<file path="src/lcdws_pkg.sv">
// shared types, codes and constants for the character lcd write sequencer
`timescale 1ns / 1ps

package lcdws_pkg;

   // request codes
   localparam logic [1:0] CMD_INIT   = 2'd0;
   localparam logic [1:0] CMD_CHAR   = 2'd1;
   localparam logic [1:0] CMD_STRING = 2'd2;
   localparam logic [1:0] CMD_NUMBER = 2'd3;

   localparam logic [1:0] LINE_TOP    = 2'd1;
   localparam logic [1:0] LINE_BOTTOM = 2'd2;

   localparam logic [7:0] DDRAM_BASE = 8'h80;
   localparam logic [7:0] ROW_OFFSET = 8'h40;

   localparam logic [7:0] LCD_CLEAR        = 8'h01;
   localparam logic [7:0] LCD_FUNCTION_SET = 8'h38;
   localparam logic [7:0] LCD_DISPLAY_ON   = 8'h0C;
   localparam logic [7:0] LCD_ENTRY_MODE   = 8'h06;

   localparam logic       RS_COMMAND = 1'b0;
   localparam logic       RS_DATA    = 1'b1;

   // x / 10 == (x * 0xCCCD) >> 19 for every 16-bit x
   localparam logic [15:0] DIV10_MUL   = 16'hCCCD;
   localparam int          DIV10_SHIFT = 19;
   localparam logic [3:0]  ASCII_DIGIT_HI = 4'h3;

   localparam int QUEUE_DEPTH = 2;

   typedef enum logic [1:0] {
      JOB_INIT,
      JOB_CHAR,
      JOB_NUMBER
   } job_kind_type;

   typedef enum logic [1:0] {
      FRONT_IDLE,
      FRONT_DIVIDE,
      FRONT_READY
   } front_state_type;

   typedef struct packed {
      logic [1:0]  cmd;
      logic [1:0]  line;
      logic [4:0]  column;
      logic [15:0] value;
   } req_type;

   typedef struct packed {
      logic       reg_select;
      logic [7:0] bus_byte;
      logic       last;
   } rsp_type;

   // classified request as handed from the front to the back
   typedef struct packed {
      job_kind_type kind;
      logic         has_addr;
      logic [7:0]   addr_byte;
      logic [7:0]   char_byte;
      logic [19:0]  digits;     // most significant digit in [19:16]
   } job_type;

   typedef struct packed {
      logic full;
      logic not_empty;
   } queue_status_type;

   function automatic logic [7:0] init_byte(input logic [2:0] step);
      logic [7:0] b;
      case (step)
         3'd0:    b = LCD_CLEAR;
         3'd1:    b = LCD_FUNCTION_SET;
         3'd2:    b = LCD_DISPLAY_ON;
         3'd3:    b = LCD_ENTRY_MODE;
         default: b = LCD_ENTRY_MODE;
      endcase
      return b;
   endfunction

endpackage

</file>
<file path="src/lcdws_front.sv">
// request intake: classification, address byte and decimal digit extraction
`timescale 1ns / 1ps

module lcdws_front
   import lcdws_pkg::*;
(
   input  logic             clock,
   input  logic             reset,
   input  logic             start,
   output logic             busy,
   input  req_type          req_data,
   input  queue_status_type q_status,
   output logic             push,
   output job_type          push_job
);

   front_state_type state_ff, state_in;
   job_type         job_ff, job_in;
   logic [15:0]     quot_ff, quot_in;
   logic [1:0]      iter_ff, iter_in;

   logic            accept;
   logic [31:0]     prod;
   logic [12:0]     q;
   logic [15:0]     q_times10;
   logic [15:0]     rem;
   logic [7:0]      addr_base;
   logic            addr_ok;

   always_ff @(posedge clock) begin
      if (reset) begin
         state_ff <= FRONT_IDLE;
      end else begin
         state_ff <= state_in;
      end
      job_ff  <= job_in;
      quot_ff <= quot_in;
      iter_ff <= iter_in;
   end

   always_comb begin
      prod      = {16'b0, quot_ff} * {16'b0, DIV10_MUL};
      q         = prod[31:DIV10_SHIFT];
      q_times10 = {q[12:0], 3'b0} + {2'b0, q[12:0], 1'b0};
      rem       = quot_ff - q_times10;

      addr_ok   = (req_data.line == LINE_TOP) || (req_data.line == LINE_BOTTOM);
      addr_base = (req_data.line == LINE_BOTTOM) ? (DDRAM_BASE + ROW_OFFSET) : DDRAM_BASE;

      busy   = (state_ff == FRONT_DIVIDE) || ((state_ff == FRONT_READY) && q_status.full);
      accept = start && !busy;
      push   = (state_ff == FRONT_READY) && !q_status.full;
      push_job = job_ff;

      state_in = state_ff;
      job_in   = job_ff;
      quot_in  = quot_ff;
      iter_in  = iter_ff;

      if (accept) begin
         job_in.addr_byte = addr_base + {3'b0, req_data.column} - 8'd1;
         job_in.char_byte = req_data.value[7:0];
         job_in.digits    = '0;
         quot_in          = req_data.value;
         iter_in          = '0;
         case (req_data.cmd)
            CMD_INIT: begin
               job_in.kind     = JOB_INIT;
               job_in.has_addr = 1'b0;
               state_in        = FRONT_READY;
            end
            CMD_CHAR: begin
               job_in.kind     = JOB_CHAR;
               job_in.has_addr = addr_ok;
               state_in        = FRONT_READY;
            end
            CMD_STRING: begin
               job_in.kind     = JOB_CHAR;
               job_in.has_addr = 1'b0;
               state_in        = FRONT_READY;
            end
            default: begin
               job_in.kind     = JOB_NUMBER;
               job_in.has_addr = addr_ok;
               state_in        = FRONT_DIVIDE;
            end
         endcase
      end else begin
         case (state_ff)
            FRONT_DIVIDE: begin
               // least significant digit first, shifted in from the top
               job_in.digits[15:0] = {rem[3:0], job_ff.digits[15:4]};
               quot_in             = {3'b0, q};
               iter_in             = iter_ff + 2'd1;
               if (iter_ff == 2'd3) begin
                  job_in.digits[19:16] = q[3:0];
                  state_in             = FRONT_READY;
               end
            end
            FRONT_READY: begin
               if (push) begin
                  state_in = FRONT_IDLE;
               end
            end
            default: begin
               state_in = FRONT_IDLE;
            end
         endcase
      end
   end

endmodule

</file>
<file path="src/lcdws_queue.sv">
// short job queue between the front and the back
`timescale 1ns / 1ps

module lcdws_queue
   import lcdws_pkg::*;
(
   input  logic             clock,
   input  logic             reset,
   input  logic             push,
   input  job_type          push_job,
   input  logic             pop,
   output job_type          head_job,
   output queue_status_type status
);

   localparam int PTR_W = $clog2(QUEUE_DEPTH);

   job_type              entry_ff [QUEUE_DEPTH];
   logic [PTR_W-1:0]     wr_ptr_ff, wr_ptr_in;
   logic [PTR_W-1:0]     rd_ptr_ff, rd_ptr_in;
   logic [PTR_W:0]       count_ff, count_in;

   always_ff @(posedge clock) begin
      if (reset) begin
         wr_ptr_ff <= '0;
         rd_ptr_ff <= '0;
         count_ff  <= '0;
      end else begin
         wr_ptr_ff <= wr_ptr_in;
         rd_ptr_ff <= rd_ptr_in;
         count_ff  <= count_in;
      end
      if (push) begin
         entry_ff[wr_ptr_ff] <= push_job;
      end
   end

   always_comb begin
      status.full      = (count_ff == (PTR_W + 1)'(QUEUE_DEPTH));
      status.not_empty = (count_ff != '0);
      head_job         = entry_ff[rd_ptr_ff];

      wr_ptr_in = wr_ptr_ff;
      rd_ptr_in = rd_ptr_ff;
      count_in  = count_ff;
      if (push) begin
         wr_ptr_in = (wr_ptr_ff == PTR_W'(QUEUE_DEPTH - 1)) ? '0 : wr_ptr_ff + 1'b1;
      end
      if (pop) begin
         rd_ptr_in = (rd_ptr_ff == PTR_W'(QUEUE_DEPTH - 1)) ? '0 : rd_ptr_ff + 1'b1;
      end
      case ({push, pop})
         2'b10:   count_in = count_ff + 1'b1;
         2'b01:   count_in = count_ff - 1'b1;
         default: count_in = count_ff;
      endcase
   end

endmodule

</file>
<file path="src/lcdws_back.sv">
// write sequencer: steps through the bus writes of one job per request
`timescale 1ns / 1ps

module lcdws_back
   import lcdws_pkg::*;
(
   input  logic             clock,
   input  logic             reset,
   input  queue_status_type q_status,
   input  job_type          head_job,
   output logic             pop,
   output logic             rsp_strobe,
   output rsp_type          rsp_data
);

   logic       valid_ff, valid_in;
   job_type    job_ff, job_in;
   logic [2:0] step_ff, step_in;
   logic       strobe_ff;
   rsp_type    data_ff, data_in;

   logic       is_last;
   logic       finishing;
   logic [3:0] digit;

   always_ff @(posedge clock) begin
      if (reset) begin
         valid_ff  <= 1'b0;
         strobe_ff <= 1'b0;
      end else begin
         valid_ff  <= valid_in;
         strobe_ff <= valid_ff;
      end
      job_ff  <= job_in;
      step_ff <= step_in;
      data_ff <= data_in;
   end

   assign rsp_strobe = strobe_ff;
   assign rsp_data   = data_ff;

   always_comb begin
      case (step_ff)
         3'd1:    digit = job_ff.digits[19:16];
         3'd2:    digit = job_ff.digits[15:12];
         3'd3:    digit = job_ff.digits[11:8];
         3'd4:    digit = job_ff.digits[7:4];
         default: digit = job_ff.digits[3:0];
      endcase

      data_in = '0;
      is_last = 1'b0;
      case (job_ff.kind)
         JOB_INIT: begin
            data_in.reg_select = RS_COMMAND;
            data_in.bus_byte   = init_byte(step_ff);
            is_last            = (step_ff == 3'd3);
         end
         JOB_CHAR: begin
            data_in.reg_select = (step_ff == 3'd0) ? RS_COMMAND : RS_DATA;
            data_in.bus_byte   = (step_ff == 3'd0) ? job_ff.addr_byte : job_ff.char_byte;
            is_last            = (step_ff == 3'd1);
         end
         default: begin
            data_in.reg_select = (step_ff == 3'd0) ? RS_COMMAND : RS_DATA;
            data_in.bus_byte   = (step_ff == 3'd0) ? job_ff.addr_byte : {ASCII_DIGIT_HI, digit};
            is_last            = (step_ff == 3'd5);
         end
      endcase
      data_in.last = is_last;

      finishing = valid_ff && is_last;
      pop       = q_status.not_empty && (!valid_ff || finishing);

      valid_in = valid_ff;
      job_in   = job_ff;
      step_in  = step_ff;
      if (pop) begin
         valid_in = 1'b1;
         job_in   = head_job;
         // no address write: start at the first data write
         step_in  = ((head_job.kind != JOB_INIT) && !head_job.has_addr) ? 3'd1 : 3'd0;
      end else if (finishing) begin
         valid_in = 1'b0;
      end else if (valid_ff) begin
         step_in = step_ff + 3'd1;
      end
   end

endmodule

</file>
<file path="src/char_lcd_write_sequencer.sv">
// top level: front intake, job queue and bus write sequencer
// path: front job register, queue (waits while the sequencer is busy), sequencer job
//   register, output register; a number request first takes four divide-by-ten steps
// throughput: the sequencer gives one bus write per cycle while it holds a job, 1 to 6
//   writes per request; front takes one request per cycle unless dividing or queue full
// reset: synchronous, clears front state, queue and sequencer; receiver cannot stall
`timescale 1ns / 1ps

module char_lcd_write_sequencer
   import lcdws_pkg::*;
(
   input  logic    clock,
   input  logic    reset,
   input  logic    start,
   output logic    busy,
   input  req_type req_data,
   output logic    rsp_strobe,
   output rsp_type rsp_data
);

   logic             push;
   logic             pop;
   job_type          push_job;
   job_type          head_job;
   queue_status_type q_status;

   lcdws_front u_front (
      .clock    (clock),
      .reset    (reset),
      .start    (start),
      .busy     (busy),
      .req_data (req_data),
      .q_status (q_status),
      .push     (push),
      .push_job (push_job)
   );

   lcdws_queue u_queue (
      .clock    (clock),
      .reset    (reset),
      .push     (push),
      .push_job (push_job),
      .pop      (pop),
      .head_job (head_job),
      .status   (q_status)
   );

   lcdws_back u_back (
      .clock      (clock),
      .reset      (reset),
      .q_status   (q_status),
      .head_job   (head_job),
      .pop        (pop),
      .rsp_strobe (rsp_strobe),
      .rsp_data   (rsp_data)
   );

   // writes of one request come out on consecutive cycles
   assert property (@(posedge clock) disable iff (reset)
      rsp_strobe && !rsp_data.last |=> rsp_strobe)
      else $error("write run broken before its last write");

   // a number request keeps the front busy while its digits are worked out
   assert property (@(posedge clock) disable iff (reset)
      start && !busy && (req_data.cmd == CMD_NUMBER) |=> busy)
      else $error("front free during digit extraction");

   // never push into a full queue, unless a pop frees an entry alongside it
   assert property (@(posedge clock) disable iff (reset)
      q_status.full |-> !push || pop)
      else $error("push into full job queue");

   assert property (@(posedge clock) reset |=> !rsp_strobe)
      else $error("result strobe after reset");

endmodule

</file>
<file path="config.mk">
export PLATFORM = sky130hd
export DESIGN_NAME = char_lcd_write_sequencer
export DESIGN_NICKNAME = d
export VERILOG_FILES = /design/src/lcdws_pkg.sv /design/src/lcdws_front.sv /design/src/lcdws_queue.sv /design/src/lcdws_back.sv /design/src/char_lcd_write_sequencer.sv
export SDC_FILE = /design/constraint.sdc
export NUM_CORES = 1
export LEC_CHECK = 0
export ABC_AREA = 1
export BUFFER_PORTS_ARGS = -buffer_cell sky130_fd_sc_hd__buf_4
export CAP_MARGIN = 20
export CORE_ASPECT_RATIO = 2
export CORE_MARGIN = 3
export CORE_UTILIZATION = 50
export CTS_CLUSTER_DIAMETER = 120
export DETAILED_ROUTE_END_ITERATION = 10
export GPL_TIMING_DRIVEN = 0
export PLACE_DENSITY_LB_ADDON = 0.05
export RECOVER_POWER = 25
export SYNTH_ARGS = -nofsm -noshare
export SYNTH_HDL_FRONTEND = slang
export SYNTH_SLANG_ARGS = --single-unit
export TNS_END_PERCENT = 30
</file>
<file path="constraint.sdc">
create_clock -name clock -period 12.7 [get_ports clock]
set_clock_uncertainty 0.2 [all_clocks]
set_input_delay 1.27 -clock clock [delete_from_list [all_inputs] [get_ports clock]]
set_output_delay 1.27 -clock clock [all_outputs]
set_load 0.02 [all_outputs]
</file>
Word-level counts from Yosys, hierarchy flattened
Memory sizes are Yosys's and may differ from the RTL's. A register that Yosys moved wholly into a read port is not among the register bits.
Index checks and enable logic that the tools add are counted.

storage, ports and cells
  register bits after elaboration = 116
  bits in latches = 0
  RAM bits = 78
  ROM bits = 0
  output and inout bits = 12
  memories = 1

memory list
  memory            depth  width  read ports  clocked after memory_dff  wr ports  RTL line           source
  u_queue.entry_ff  2      39     1           1                         1         lcdws_queue.sv:18  job_type entry_ff [QUEUE_DEPTH];

operators by class
  $add $sub $neg = 10
  multipliers = 1
  div/mod/pow operators = 0
  magnitude comparators = 0
  equality and inequality tests = 19
  shift-type cells = 0
  muxes and demuxes = 29
  bitwise logic cells = 0
  reductions and logical operators = 26

operators with widths
  cell                      number
  $mul A16 B16 Y32 const B  1
  $mux W16                  2
  $pmux W6 S3               1
  $pmux W9 S2               1
  $mux W8                   2
  $pmux W4 S4               1
  $eq A2 B2 Y1 const B      6
  $reduce_bool A2 Y1        6
  $eq A2 B1 Y1 const B      5
  $mux W1                   10
  $mux W3                   3
  $pmux W3 S3               1
  $add A8 B5 Y8             1
  $mux W2                   4
  $pmux W2 S2               2
  $sub A8 B1 Y8 const B     1
  $mux W7                   1
  $eq A3 B2 Y1 const B      2
  $eq A3 B3 Y1 const B      2
  $logic_and A1 B1 Y1       6
  $reduce_and A2 Y1         3
  $add A2 B1 Y2 const B     2
  $add A4 B4 Y4             1
  $logic_not A1 Y1          4
  other kinds (13)          17

Logic depth before layout (Yosys ltp)
  word-level depth = 7
  depth in mapped cells = 29

Hierarchy
A second synthesis with hierarchy kept.

unflattened totals
  cells, all modules = 1219
  area total of the unflattened synthesis = 12752.2 µm²

by module, submodules not included
  module       instances  cells an instance  area an instance (µm²)  seq. area each (µm²)
  lcdws_front  1          872                7509.7                  1531.5
  lcdws_queue  1          154                3085.5                  2442.3
  lcdws_back   1          193                2157.1                  1471.4

Worst setup path after synthesis
OpenSTA, ideal clock, no wires.

  kind = reg-to-reg
  start point = reg u_front.quot_ff[3]
  end point = reg u_front.job_ff, in the netlist u_front.push_job[15]
  library setup time = 113 ps
  data arrival time = 5414 ps
  required time = 12387 ps
  setup slack = 6973 ps
  cell stages (with the launch flop) = 26
  period minus slack after synthesis = 5727 ps
  cell sequence = edfxtp_1 -> ha_1 -> inv_1 -> fa_1 -> inv_1 -> fa_1 -> fa_1 -> fa_1 -> inv_1 -> fa_1 -> inv_1 -> ha_1 -> nand2_1 -> nor4_1 -> nand2_1 -> nand2_1 -> xor2_2 -> ha_1 -> xor2_1 -> inv_1 -> nand3_1 -> nand2_1 -> nand2_1 -> nand3_1 -> nand3_1 -> nand2_1

on the way
  cells in the longest elaborated chain, start to end = 3

RTL lines
  element                     RTL line           source
  start: declaration          lcdws_front.sv:19  logic [15:0] quot_ff, quot_in;
  start signal: assignment    lcdws_front.sv:37  quot_ff <= quot_in;
  $mul A16 B16 Y32            lcdws_front.sv:42  prod = {16'b0, quot_ff} * {16'b0, DIV10_MUL};
  named net u_front.prod[20]  lcdws_front.sv:23  logic [31:0] prod;
  $add A4 B4 Y4               lcdws_front.sv:44  q_times10 = {q[12:0], 3'b0} + {2'b0, q[12:0], 1'b0};
  $sub A4 B4 Y4               lcdws_front.sv:45  rem = quot_ff - q_times10;
  end signal: assignment      lcdws_front.sv:36  job_ff <= job_in;
  end: declaration            lcdws_front.sv:18  job_type job_ff, job_in;

The timed path passes the listed nets, and every way through them passes these cells.
A chain may end at the register's enable or synchronous reset.

Worst setup path in the final report
  start point = reg u_front.quot_ff[5]
  end point = reg u_front.job_ff, in the netlist u_front.push_job[15]

Same word-level chain as after synthesis.

==> results.toml <==
[status]
status = "finished clean"

[die]
die-area_um2 = 26800
initial_core_util_pct = 51.3
core_region_area_um2 = 24100
die_h_um = 228
io_pins = 40
rows = 80
die-width_um = 117

[worst_hold_path]
holdPathStages = 2
min_path_type = "register to register"
hp-start = "u_back.valid_ff"
whs_endpoint = "u_back.rsp_strobe"

[routing]
drtPass1Iterations = 4
vias = 8037
wl_mm = 29.3
wl_per_cell_um = 18.2
first_iter_violations = 396
vias_per_cell = 4.98
drtAntennaViolNets = 0
route.detailed.drc = 0

[yosys]
synth_seq_cells = 195
syn_inst = 1214
synth_cell_type_count = 46
async_reset_ff_share_pct = 0
synthFlopType = "edfxtp_1"
yosys_warnings = 0
seq_area_frac_synth_pct = 44.0
syn_area_um2 = 12400
syn_nets = 1467
avgSynthCellArea_um2 = 10.2
synth-edff-count = 154

[grt]
antenna_found_initial = 0
overflow = 0
grt_pass1_vias = 8610
grt_max_degree = 44
grtUsageTotal_pct = 23.4
grt_pass1_wl_mm = 45.7

[worst_setup_path]
r2r_start = "u_front.quot_ff[5]"
path_class = "register to register"
reg2reg_to = "u_front.push_job[15]"
ff2ff_path_depth = 23
r2r_slack_ns = 5.83
required_ns = 12.82
start_kind = "register"
arrival_ns = 6.99
critPathCaptureType = "register"
path_max_fanout = 6

[timing]
post-route-min-period_ns = 6.87
finalCritPeriodShare_pct = 54.1
rsz0062_at_grt = "no"
timing.slew.headroom_pct = 44.3
slew_violations = 0
finalSetupTns_ns = 0
max_freq_mhz = 146
hold_viol = 0
setup_viol = 0
worst_pin_slew_ns = 0.834

[placed_design]
port_buffers = 38
dp_hpwl_mm = 24.9
globalplace.congestion = 0.917
placed_area_um2 = 13100

[final_layout]
fillCellCount = 2172
syn_to_final_growth_pct = 10.9
design_area_um2 = 13700
nNetsFinal = 1526
diodes = 0
drive_gt1_share_pct = 7.85
multi_input_area_um2 = 5950
seqCellArea_um2 = 5450

[clock_tree]
cts_resized = 0
clock_path_buffers = 2
h-tree-depth = 4
holdBufCountCts = 0
postCtsSetupBuffers = 0
cts_tree = "yes"
clkTransAtPathRegs_ns = 0.07
clock_latency_ns = 0.43
cts_buffers = 17
numClockSinks = 195
root_buffer = "clkbuf_16"

[job]
maxCapViolCount = 0
logic make-up after synthesis:
family                     share of synthesized area [%]
adders and majority gates                           27.6
and+or+nand+nor                                     14.0
DFF                                                 44.0
AOI/OAI and AO/OA                                   5.26
xor gates and xnor gates                            1.12
buffers and inverters                               8.05
state kept, by name (all words and copies together), names as in the netlist, named ones only:
register,count
u_queue.entry_ff,78
u_back.job_ff,38
u_queue.count_ff,2
u_queue.rd_ptr_ff,1
u_front.push_job,39
u_back.step_ff,3
u_front.state_ff,2
u_front.quot_ff,16
u_back.valid_ff,1
u_back.rsp_strobe,1
u_queue.wr_ptr_ff,1
u_front.iter_ff,2
u_back.rsp_data,10
per-stage QoR:
stage / worst slack, ns / util (%) / hold WS [ns] / cells
finish: 5.83 / 56.9 / 0.233 / 1614
global route: 5.49 / 56.9 / 0.257 / 1614
CTS: 5.83 / 57.0 / 0.236 / 1614
detailed placement: 5.87 / 54.5 / 0.223 / 1582
global placement: 5.90 / 54.2 / 0.225 / 1580
floorplan: 6.97 / - / 0.215 / 1214
area by class of cell:
| cell class | instances | share of cell area, % |
|---|---|---|
| plain buffers | 16 | 0.556 |
| clock buffers | 20 | 3.18 |
| clock inverters | 12 | 1.28 |
| inverters | 245 | 6.70 |
| multi-input cells | 758 | 43.3 |
| flip-flops and latches | 195 | 39.7 |
| well taps | 328 | 2.99 |
| repair buffers | 40 | 2.29 |
per-layer routing:
layer	vias to the layer above	global-route usage [%]	wire length, um	share of wire [%]
li1	4045	-	-	-
met1	3787	21.0	9130	31
met2	134	46.9	17800	61
met3	71	2.38	570	1.9
met4	0	13.4	1870	6.4
met5	-	0	0	0
critical path, stage by stage (launching register included):
cell and delay [ns]:
edfxtp_1 0.60, ha_1 0.50, inv_1 0.09, fa_1 0.52, fa_1 0.52, fa_1 0.53
fa_1 0.58, inv_1 0.06, fa_1 0.51, ha_1 0.49, nand2_1 0.23, nor4_1 0.31
nand2_1 0.09, nand2_1 0.21, xor2_2 0.34, ha_1 0.23, xor2_1 0.22, inv_1 0.06
nand3_1 0.11, nand2_1 0.06, nand2_1 0.07, nand3_1 0.07, nand3_1 0.08, nand2_1 0.04
Yosys cell counts, drive strengths merged (5+ instances only):
cell / count / share of area [%]
nand2: 273 / 8.5
a31oi: 5 / 0.25
edfxtp: 154 / 37
nand4: 6 / 0.35
fa: 80 / 13
o21ai: 36 / 1.5
xor2: 12 / 0.91
clkbuf: 10 / 0.30
nor2: 64 / 2.1
a22oi: 5 / 0.30
dfxtp: 41 / 6.6
a21oi: 43 / 1.8
ha: 145 / 15
buf: 6 / 0.31
nand3: 38 / 1.7
inv: 245 / 7.4
nor3: 11 / 0.54
or2: 7 / 0.35
worst max-delay path by stage:
stage	start	end	slack, ns	depth (start not counted)
floorplan	u_front.quot_ff[3]	u_front.push_job[15]	6.97	25
global placement	u_front.quot_ff[5]	u_front.push_job[15]	5.90	23
detailed placement	u_front.quot_ff[5]	u_front.push_job[15]	5.87	23
CTS	u_front.quot_ff[5]	u_front.push_job[15]	5.83	23
global route	u_front.quot_ff[5]	u_front.push_job[15]	5.49	23
finish	u_front.quot_ff[5]	u_front.push_job[15]	5.83	23
cell usage in the layout (no fill, tap or decap), types with 4 or more instances in the layout:
master,count
nand2_1,263
inv_1,238
edfxtp_1,154
ha_1,145
fa_1,80
nor2_1,56
a21oi_1,42
dfxtp_1,41
nand3_1,35
o21ai_0,34
buf_4,29
clkbuf_1,20
clkbuf_16,17
xor2_1,11
nand2_2,10
nor3_1,10
inv_2,7
nand4_1,5
a31oi_1,5
a22oi_1,5
inv_6,5
nor2_2,4
nor2_4,4
a21o_1,4
or2_2,4
a221oi_1,4
nand3b_1,4
Power is not shown: default switching activity piles up to over one toggle a cycle in this logic, so the estimate is an artifact.
